===== config.mk =====
export PLATFORM = sky130hd
export DESIGN_NAME = abort_retry_delay_table
export DESIGN_NICKNAME = d
export VERILOG_FILES = /design/src/hw/rtl/ardt_pkg.sv /design/src/hw/rtl/abort_retry_delay_table.sv
export SDC_FILE = /design/constraint.sdc
export NUM_CORES = 2
export LEC_CHECK = 0
export ABC_AREA = 1
export BUFFER_PORTS_ARGS = -buffer_cell sky130_fd_sc_hd__buf_2
export CAP_MARGIN = 20
export CORE_UTILIZATION = 40
export DETAILED_ROUTE_END_ITERATION = 8
export REMOVE_ABC_BUFFERS = 1
export SLEW_MARGIN = 0
export SYNTH_ARGS = -nofsm -noshare
export SYNTH_HDL_FRONTEND = slang
export SYNTH_SLANG_ARGS = --single-unit

===== constraint.sdc =====
create_clock -name clk -period 9.4 [get_ports clk]
set_clock_uncertainty 0.2 [all_clocks]
set_input_delay 0.94 -clock clk [delete_from_list [all_inputs] [get_ports clk]]
set_output_delay 0.94 -clock clk [all_outputs]
set_load 0.05 [all_outputs]

===== src/hw/rtl/ardt_pkg.sv =====
`default_nettype none
// ----------------------------------------------------------------------------
// ardt_pkg
// Shared types and codes for the abort retry delay table.
// ----------------------------------------------------------------------------
package ardt_pkg;

    typedef logic [2:0] status_t;

    localparam status_t ST_PARKED   = 3'd0;
    localparam status_t ST_RELEASED = 3'd1;
    localparam status_t ST_FRESH    = 3'd2;
    localparam status_t ST_WAIT     = 3'd3;
    localparam status_t ST_FULL     = 3'd4;

    localparam logic CMD_PARK  = 1'b0;
    localparam logic CMD_FETCH = 1'b1;

    localparam int TIME_W = 64;
    localparam int QH_W   = 16;
    localparam int PEN_W  = 32;

    typedef enum logic [4:0] {
        S_IDLE   = 5'b00001,
        S_PARK   = 5'b00010,
        S_FETCH  = 5'b00100,
        S_WCALC  = 5'b01000,
        S_RESULT = 5'b10000
    } state_t;

endpackage
`default_nettype wire


===== src/hw/rtl/abort_retry_delay_table.sv =====
`default_nettype none
// ----------------------------------------------------------------------------
// abort_retry_delay_table
// Parks aborted query handles in a slot table until their retry time and
// hands them back on fetch; reports wait time when full and nothing is ready.
// ----------------------------------------------------------------------------
//  channel | handshake             | payload
//  --------+-----------------------+------------------------------------------
//  in      | in_valid / in_ready   | cmd, query_handle, now, penalty
//  out     | out_valid / out_ready | status, out_handle, wait_time
//  cfg     | cfg_valid / cfg_ready | cfg_data (buffer_enable)
//
//  a word is taken only in idle; a park scans the valid bits one slot a cycle,
//  a fetch streams the slot memory through a registered
//  read port; a disabled word, a full park or a fetch on an empty table
//  goes straight to the result state.
//  reset clears the valid bits and sets the free count to SLOTS; slot contents are left.
//  the result sits in an output register, so a stalled out side holds only
//  the next result, not the next input word.
// ----------------------------------------------------------------------------
module abort_retry_delay_table #(
    parameter int SLOTS       = 16,
    parameter int HANDLE_BITS = 16
) (
    input  wire logic                             clk,
    input  wire logic                             rst_n,
    input  wire logic                             cfg_valid,
    output logic                                  cfg_ready,
    input  wire logic                             cfg_data,
    input  wire logic                             in_valid,
    output logic                                  in_ready,
    input  wire logic                             cmd,
    input  wire logic [ardt_pkg::QH_W-1:0]        query_handle,
    input  wire logic [ardt_pkg::TIME_W-1:0]      now,
    input  wire logic [ardt_pkg::PEN_W-1:0]       penalty,
    output logic                                  out_valid,
    input  wire logic                             out_ready,
    output ardt_pkg::status_t                     status,
    output logic [ardt_pkg::QH_W-1:0]             out_handle,
    output logic [ardt_pkg::TIME_W-1:0]           wait_time
);
    import ardt_pkg::*;

    localparam int IDX_W = (SLOTS > 1) ? $clog2(SLOTS) : 1;
    localparam int CNT_W = $clog2(SLOTS + 1);
    localparam int ENT_W = HANDLE_BITS + TIME_W;
    localparam logic [CNT_W-1:0] SLOTS_C = CNT_W'(SLOTS);
    localparam logic [IDX_W-1:0] LAST_IDX = IDX_W'(SLOTS - 1);

    // control state
    state_t                 state_reg, state_next;
    logic                   enable_reg, enable_next;
    logic [SLOTS-1:0]       valid_reg, valid_next;
    logic [CNT_W-1:0]       free_reg, free_next;
    logic [CNT_W-1:0]       rd_cnt_reg, rd_cnt_next;
    logic                   chk_vld_reg, chk_vld_next;
    logic                   out_valid_reg, out_valid_next;

    // payload
    logic [QH_W-1:0]        handle_reg, handle_next;
    logic [TIME_W-1:0]      now_reg, now_next;
    logic [TIME_W-1:0]      ready_sum_reg, ready_sum_next;
    logic [IDX_W-1:0]       idx_reg, idx_next;
    logic [TIME_W-1:0]      min_reg, min_next;
    status_t                res_status_reg, res_status_next;
    logic [QH_W-1:0]        res_handle_reg, res_handle_next;
    logic [TIME_W-1:0]      res_wait_reg, res_wait_next;
    status_t                out_status_reg, out_status_next;
    logic [QH_W-1:0]        out_handle_reg, out_handle_next;
    logic [TIME_W-1:0]      out_wait_reg, out_wait_next;

    // slot memory: {handle, ready time}
    logic [ENT_W-1:0]       mem [SLOTS];
    logic [ENT_W-1:0]       rd_data_reg;
    logic                   mem_we;
    logic [IDX_W-1:0]       mem_waddr;
    logic [ENT_W-1:0]       mem_wdata;
    logic                   mem_re;
    logic [IDX_W-1:0]       mem_raddr;

    logic                   in_fire;
    logic [TIME_W:0]        sum_wide;
    logic [TIME_W-1:0]      rd_ready;
    logic [HANDLE_BITS-1:0] rd_handle;

    assign cfg_ready  = 1'b1;
    assign in_ready   = (state_reg == S_IDLE);
    assign in_fire    = in_valid && in_ready;
    assign out_valid  = out_valid_reg;
    assign status     = out_status_reg;
    assign out_handle = out_handle_reg;
    assign wait_time  = out_wait_reg;

    assign sum_wide  = {1'b0, now} + {{(TIME_W + 1 - PEN_W){1'b0}}, penalty};
    assign rd_ready  = rd_data_reg[TIME_W-1:0];
    assign rd_handle = rd_data_reg[ENT_W-1:TIME_W];

    always_comb
    begin
        state_next      = state_reg;
        enable_next     = enable_reg;
        valid_next      = valid_reg;
        free_next       = free_reg;
        rd_cnt_next     = rd_cnt_reg;
        chk_vld_next    = 1'b0;
        out_valid_next  = out_valid_reg;
        handle_next     = handle_reg;
        now_next        = now_reg;
        ready_sum_next  = ready_sum_reg;
        idx_next        = idx_reg;
        min_next        = min_reg;
        res_status_next = res_status_reg;
        res_handle_next = res_handle_reg;
        res_wait_next   = res_wait_reg;
        out_status_next = out_status_reg;
        out_handle_next = out_handle_reg;
        out_wait_next   = out_wait_reg;
        mem_we          = 1'b0;
        mem_waddr       = idx_reg;
        mem_wdata       = {HANDLE_BITS'(handle_reg), ready_sum_reg};
        mem_re          = 1'b0;
        mem_raddr       = rd_cnt_reg[IDX_W-1:0];

        if (cfg_valid && cfg_ready)
        begin
            enable_next = cfg_data;
        end

        if (out_valid_reg && out_ready)
        begin
            out_valid_next = 1'b0;
        end

        case (state_reg)
            S_IDLE:
            begin
                if (in_fire)
                begin
                    handle_next     = query_handle;
                    now_next        = now;
                    ready_sum_next  = sum_wide[TIME_W] ? {TIME_W{1'b1}}
                                                       : sum_wide[TIME_W-1:0];
                    res_handle_next = '0;
                    res_wait_next   = '0;
                    if (!enable_reg)
                    begin
                        // plain delay mode leaves the table alone
                        if (cmd == CMD_PARK)
                        begin
                            res_status_next = ST_WAIT;
                            res_wait_next   = TIME_W'(penalty);
                        end
                        else
                        begin
                            res_status_next = ST_FRESH;
                        end
                        state_next = S_RESULT;
                    end
                    else if (cmd == CMD_PARK)
                    begin
                        if (free_reg == '0)
                        begin
                            res_status_next = ST_FULL;
                            state_next      = S_RESULT;
                        end
                        else
                        begin
                            idx_next   = '0;
                            state_next = S_PARK;
                        end
                    end
                    else
                    begin
                        if (free_reg == SLOTS_C)
                        begin
                            res_status_next = ST_FRESH;
                            state_next      = S_RESULT;
                        end
                        else
                        begin
                            rd_cnt_next = '0;
                            min_next    = {TIME_W{1'b1}};
                            state_next  = S_FETCH;
                        end
                    end
                end
            end

            S_PARK:
            begin
                // a free slot exists, so the scan stops at it
                if (!valid_reg[idx_reg])
                begin
                    mem_we             = 1'b1;
                    valid_next[idx_reg] = 1'b1;
                    free_next          = free_reg - CNT_W'(1);
                    res_status_next    = ST_PARKED;
                    state_next         = S_RESULT;
                end
                else
                begin
                    idx_next = idx_reg + IDX_W'(1);
                end
            end

            S_FETCH:
            begin
                // issue one read a cycle, check the word read last cycle
                if (rd_cnt_reg < SLOTS_C)
                begin
                    mem_re       = 1'b1;
                    rd_cnt_next  = rd_cnt_reg + CNT_W'(1);
                    chk_vld_next = 1'b1;
                    idx_next     = rd_cnt_reg[IDX_W-1:0];
                end
                if (chk_vld_reg)
                begin
                    if (valid_reg[idx_reg] && (now_reg > rd_ready))
                    begin
                        valid_next[idx_reg] = 1'b0;
                        free_next           = free_reg + CNT_W'(1);
                        res_status_next     = ST_RELEASED;
                        res_handle_next     = QH_W'(rd_handle);
                        chk_vld_next        = 1'b0;
                        state_next          = S_RESULT;
                    end
                    else
                    begin
                        if ((free_reg == '0) && (rd_ready < min_reg))
                        begin
                            min_next = rd_ready;
                        end
                        if (idx_reg == LAST_IDX)
                        begin
                            chk_vld_next = 1'b0;
                            state_next   = S_WCALC;
                        end
                    end
                end
            end

            S_WCALC:
            begin
                if (free_reg == '0)
                begin
                    res_status_next = ST_WAIT;
                    res_wait_next   = (min_reg >= now_reg) ? (min_reg - now_reg) : '0;
                end
                else
                begin
                    res_status_next = ST_FRESH;
                end
                state_next = S_RESULT;
            end

            S_RESULT:
            begin
                if (!out_valid_reg || out_ready)
                begin
                    out_valid_next  = 1'b1;
                    out_status_next = res_status_reg;
                    out_handle_next = res_handle_reg;
                    out_wait_next   = res_wait_reg;
                    state_next      = S_IDLE;
                end
            end

            default:
            begin
                state_next = S_IDLE;
            end
        endcase
    end

    always_ff @(posedge clk or negedge rst_n)
    begin
        if (!rst_n)
        begin
            state_reg     <= S_IDLE;
            enable_reg    <= 1'b1;
            valid_reg     <= '0;
            free_reg      <= SLOTS_C;
            rd_cnt_reg    <= '0;
            chk_vld_reg   <= 1'b0;
            out_valid_reg <= 1'b0;
        end
        else
        begin
            state_reg     <= state_next;
            enable_reg    <= enable_next;
            valid_reg     <= valid_next;
            free_reg      <= free_next;
            rd_cnt_reg    <= rd_cnt_next;
            chk_vld_reg   <= chk_vld_next;
            out_valid_reg <= out_valid_next;
        end
    end

    always_ff @(posedge clk)
    begin
        handle_reg     <= handle_next;
        now_reg        <= now_next;
        ready_sum_reg  <= ready_sum_next;
        idx_reg        <= idx_next;
        min_reg        <= min_next;
        res_status_reg <= res_status_next;
        res_handle_reg <= res_handle_next;
        res_wait_reg   <= res_wait_next;
        out_status_reg <= out_status_next;
        out_handle_reg <= out_handle_next;
        out_wait_reg   <= out_wait_next;
    end

    // slot memory, one write and one registered read port
    always_ff @(posedge clk)
    begin
        if (mem_we)
        begin
            mem[mem_waddr] <= mem_wdata;
        end
        if (mem_re)
        begin
            rd_data_reg <= mem[mem_raddr];
        end
    end

endmodule
`default_nettype wire


## Word-level counts from Yosys, hierarchy flattened

Memories as Yosys holds them, arrays and structs flattened. A register that Yosys moved wholly into a read port is not among the register bits.
Cells that the tools add are included.

- Bits in registers: 412
- Memory bits (writable): 1,280
- Memories kept: 1

- Add/subtract/negate cells: 6
- Magnitude comparators: 6
- Eq/ne operators: 25
- Multiplexer cells: 78
- Bitwise logic cells: 3
- Reduce and logical (&&, ||, !) cells: 23

Memory list:

| name | words | width | rd ports | clocked after memory_dff | wr ports | RTL line | RTL |
|---|---|---|---|---|---|---|---|
| mem | 16 | 80 | 1 | 1 | 1 | abort_retry_delay_table.sv:73 | `logic [ENT_W-1:0] mem [SLOTS];` |

Operators by type and width:

| cell | count |
|---|---|
| 64-bit two-way mux | 10 |
| 64-bit case mux with 2 select lines | 2 |
| 16-bit two-way mux | 6 |
| 5-bit two-way mux | 18 |
| 64-bit by 32-bit adder with 65-bit output | 1 |
| 64-bit greater-or-equal comparator | 1 |
| 64-bit > comparator | 1 |
| 64-bit < comparator | 1 |
| 32-bit two-way mux | 2 |
| 16-bit case mux with 2 select lines | 2 |
| 64-bit subtractor | 1 |
| 5-bit case mux with 5 select lines | 1 |
| 3-bit two-way mux | 8 |
| 4-bit two-way mux | 6 |
| 2-bit inequality test (second input constant) | 12 |
| 5-bit case mux with 2 select lines | 2 |
| 1-bit two-way mux | 17 |
| 16-bit AND | 1 |
| 16-bit NOT | 1 |
| 16-bit OR | 1 |
| 7-bit AND reduction | 2 |
| 3-bit case mux with 4 select lines | 1 |
| 4-bit case mux with 3 select lines | 1 |
| 5-bit by 1-bit adder with 5-bit output (second input constant) | 2 |
| 29 further kinds | 41 |

## Longest topological paths before layout

- Depth after elaboration: 9
- Mapped depth: 21
- Mapped depth without buffers: 20

## Least setup slack after synthesis

No wires, ideal clock.

- Path type: register to register
- Start point: reg state_reg[0]
- End point: reg handle_reg[0], enable pin
- Data arrival time: 7,552 ps
- Data required time: 8,550 ps
- Setup slack: 997 ps
- Cell stages (with the launch flop): 5
- Buffers on the path: 0
- Period minus slack after synthesis: 8,403 ps
- Cell sequence: dfstp_2 inv_1 nor4_4 inv_1 nor2_1

- Cells in the longest elaborated chain, start to end: 3

Ends and longest elaborated chain:

| item | RTL line | RTL |
|---|---|---|
| from (decl) | abort_retry_delay_table.sv:51 | `state_t state_reg, state_next;` |
| from (signal assigned) | abort_retry_delay_table.sv:289 | `state_reg <= state_next;` |
| 5-bit by 1-bit == test with 1-bit output (*) | abort_retry_delay_table.sv:87 | `assign in_ready = (state_reg == S_IDLE);` |
| net in_ready | abort_retry_delay_table.sv:31 | `output logic in_ready,` |
| 1-bit logical AND | abort_retry_delay_table.sv:88 | `assign in_fire = in_valid && in_ready;` |
| 2-bit AND reduction (no line) (*) | n/a |  |
| to (signal assigned) | abort_retry_delay_table.sv:301 | `handle_reg <= handle_next;` |
| to (decl) | abort_retry_delay_table.sv:60 | `logic [QH_W-1:0] handle_reg, handle_next;` |

The timed path passes the listed nets; every way through them passes the cells marked *.
A chain may end at the register's enable or synchronous reset.

## Final worst setup path

- Start point: reg idx_reg[0]
- End point: mem mem[3][59] (netlist name), enable pin

- Cells in the longest elaborated chain, start to end: 6

Ends and longest elaborated chain:

| item | RTL line | RTL |
|---|---|---|
| from (decl) | abort_retry_delay_table.sv:63 | `logic [IDX_W-1:0] idx_reg, idx_next;` |
| from (signal assigned) | abort_retry_delay_table.sv:304 | `idx_reg <= idx_next;` |
| 1-bit binary-select mux with 4-bit select | abort_retry_delay_table.sv:192 | `if (!valid_reg[idx_reg])` |
| 1-bit two-way mux (not written as such) | abort_retry_delay_table.sv:192 |  |
| 1-bit two-way mux | abort_retry_delay_table.sv:192 |  |
| 1-bit two-way mux | abort_retry_delay_table.sv:134 | `case (state_reg)` |
| 1-bit two-way mux | abort_retry_delay_table.sv:317 | `if (mem_we)` |
| 1-bit two-way mux (not written as such) | abort_retry_delay_table.sv:319 | `mem[mem_waddr] <= mem_wdata;` |
| to (decl) | abort_retry_delay_table.sv:73 |  |

Several ways; a longest one is shown, not always the timed one. The select of a mux whose other input is x is not followed.

==> impl_metrics.yaml <==
synth:
  synth.yosys.seq_area_share_pct: 68.0
  synth_top_cell_area_share_pct: 66.9
  ys_types: 55
  async_reset_ff_share_pct: 1.92
  netlist.top_cell.by_area: "sky130_fd_sc_hd__edfxtp_1"
  synth-seq-cells: 1772
  ys.flop_type: "sky130_fd_sc_hd__edfxtp_1"
  synth_area_um2: 78000
  synth_edf_count: 1738
  synth.top_cells.by_area: "sky130_fd_sc_hd__edfxtp_1, sky130_fd_sc_hd__o21ai_0, sky130_fd_sc_hd__nor2_1, sky130_fd_sc_hd__nand2_1, sky130_fd_sc_hd__ha_1"
  dominant_cell_by_count_in_the_synthesized_netlist: "sky130_fd_sc_hd__edfxtp_1"
  synth_warn: 0
  synth_commonest_cells: "sky130_fd_sc_hd__edfxtp_1, sky130_fd_sc_hd__nor2_1, sky130_fd_sc_hd__nand2_1, sky130_fd_sc_hd__o21ai_0, sky130_fd_sc_hd__inv_1"
  postSynthAreaPerCell_um2: 11.7
  synthesis.instances: 6669
cts:
  clock_tree.htree_level_count: 4
  cts_buffers: 182
  ctsRootBufferMaster: "sky130_fd_sc_hd__clkbuf_16"
  clock_insertion_delay_worst_skew_ps: 870
  cts_tree: "built"
  clock_tree_buffer_depth: 3
  post_cts_resized: 0
  cts_sinks: 1772
  clk_transition_reported_paths_ps: 60
sta:
  period_minus_slack_ps: 4600
  final_min_period_over_clock_period_pct: 48.9
  transition_time_at_the_pin_with_the_least_slew_margin_ps: 1120
  rsz0062_at_grt: "false"
  holdWs_ps: 53.5
  setup_viol: 0
  worst_slew_margin_rel_pct: 25.7
  timing_hold_violations_final: 0
  fmax_mhz: 218
  finalMaxSlewViolations: 0
  setup_slack_ps: 4800
  final.setup.tns_ps: 0
finish:
  largest_reg_flops: 1280
  post-route-util_pct: 45.4
  fin_cells: 9518
  area_delta_synth_final_pct: 12.4
  final_net_count: 7186
  drive_gt1_share_pct: 9.82
  stdcell_area_um2: 87700
setup_path:
  critical_path.slowest_cell: "sky130_fd_sc_hd__buf_4"
  cp.required_ps: 9670
  max_stage_delay_ps: 630
  cp_cell_sequence: "inv_2 -> o21ai_0 -> o22ai_1 -> nand2_1 -> nand2_1 -> nor2_1 -> nand2_1 -> inv_1 -> nand2_1 -> inv_4 -> buf_4 -> buf_4"
  cp_max_fo: 34
  cp_common_cell: "sky130_fd_sc_hd__nand2_1"
  worstSetupPathType: "reg2reg"
  worstSetupStartpointType: "register"
  cp.arrival_ps: 4860
  worst_setup_path_end_kind: "register"
route:
  remaining_drc_errors: 0
  routed_via_density: 5.68
  ant_nets: 0
  detailedRoute.firstPassIterationCount: 8
  first_iter_violations: 6247
  wl_mm: 254
  post_drt_wl_per_cell_um: 26.7
  vias: 54000
floorplanning:
  die_x_um: 444
  die_area_um2: 197000
  core_area_um2: 193000
  core.rowCount: 161
  floorplan.io_pins: 205
  chipHeight_um: 444
  floorplan.initialDensity_pct: 40.4
pwr:
  seqPwrFrac_pct: 42.5
  power.switching_mw: 9.22
  power_per_cell_area_nw_per_um2: 285
  vdd_ir_drop_max_uv: 262
  design_power_total_mw: 25.0
  internal_power_mw: 15.8
  leakage_nw: 30.7
  p_clk_share_pct: 28.7
  comb_power_share_pct: 28.7
  sw_frac_of_total_pct: 36.9
grt:
  globalRouteTotalUtil_pct: 25.3
  maximum_number_of_pins_on_one_net_before_global_route_repair: 217
  gr-total-overflow: 0
  initial_antenna_violation_count: 38
  first_pass_grt_wire_length_mm: 362
  grt_pass1_vias: 51400
place:
  place.gp.congestion: 0.991
  placed_cell_area_um2: 81800
  dpl.cell_count: 9174
  port_buf_inserts: 203
  detailed_place_hpwl_mm: 160
  dp_worst_setup_slack_ps: 4780
flow_run:
  drv.max_cap_violation_count: 0
hold_path:
  hold_class: "in2reg"
outcome:
  outcome: "finished, final reports clean"
[cell type report]
cell class | count | area, µm²
inverters | 528 | 2020
clock buffers | 222 | 4770
flip-flops and latches | 1772 | 53100
multi-input cells | 4075 | 21900
repair buffers | 274 | 1660
fillers | 17500 | 105000
well taps | 2526 | 3160
clock inverters | 108 | 1140
diodes | 13 | 32.5
[worst max-delay path, delay by kind of cell, from the launching register on]
family          cells  cell delay [ps]
flops               1              620
buf+inv             5             2110
compound gates      2              310
simple gates        5              910
[timing repair]
| item | 4_1_cts | 5_1_grt |
|---|---|---|
| setup endpoints to repair | 0 | 0 |
| setup buffers | 0 | 0 |
| endpoints found under the hold margin | 1 | 0 |
| hold buffers | 1 | 0 |
[worst paths after layout]
kind,from,endpoint,slack (ps),cells after the start
setup / recovery,idx_reg[0],mem[3][59],4800,12
setup reg to reg,idx_reg[0],mem[3][59],4800,12
hold / removal,query_handle[12],handle_reg[12],50,1
max in group asynchronous,rst_n,rd_cnt_reg[0],8160,1
min in group asynchronous,rst_n,rd_cnt_reg[1],60,1
hold reg to reg,res_wait_reg[62],wait_time[62],210,0
[power by group through the flow]
| stage | clock network, mW | registers, mW | logic [mW] |
|---|---|---|---|
| 6_report | 7.19 | 10.6 | 7.19 |
| 5_1_grt | 7.58 | 10.7 | 7.86 |
| 4_1_cts | 7.28 | 10.6 | 7.13 |
| 3_5_place_dp | 0 | 10.8 | 7.10 |
| 3_3_place_gp | 0 | 10.8 | 7.01 |
| 2_1_floorplan | 0 | 10.9 | 4.30 |
[layer usage]
metal	track usage, %	wire [µm]	up-vias
li1	-	-	24400
met5	0	28	-
met4	9.84	9920	4
met2	40.4	119000	2436
met1	34.9	107000	26800
met3	3.56	18600	459
[cell usage in the layout (no fill, tap or decap), drive strengths merged, types with 81 or more instances in the layout]
| cell | synthesis | final |
|---|---|---|
| inv | 527 | 535 |
| a21oi | 250 | 250 |
| o21ai | 823 | 823 |
| clkbuf | 233 | 222 |
| ha | 231 | 231 |
| o22ai | 199 | 199 |
| nor2 | 983 | 983 |
| nand2 | 788 | 788 |
| clkinv | 1 | 81 |
| edfxtp | 1738 | 1738 |
| buf | 61 | 273 |
| nand3 | 337 | 337 |
| o221ai | 127 | 127 |
[logic make-up (layout without fill, tap and decap cells)]
kind of cell,count (synthesis),count (layout),synth area share (%)
buffers and inverters,822,1132,4.12
AOI/OAI and AO/OA,1519,1519,11.3
and+or+nand+nor,2258,2258,12.1
adders and majority gates,234,234,3.78
other,1,14,0.00481
xor gates and xnor gates,63,63,0.707
DFF,1772,1772,68.0
(Power assumes the default switching activity.)
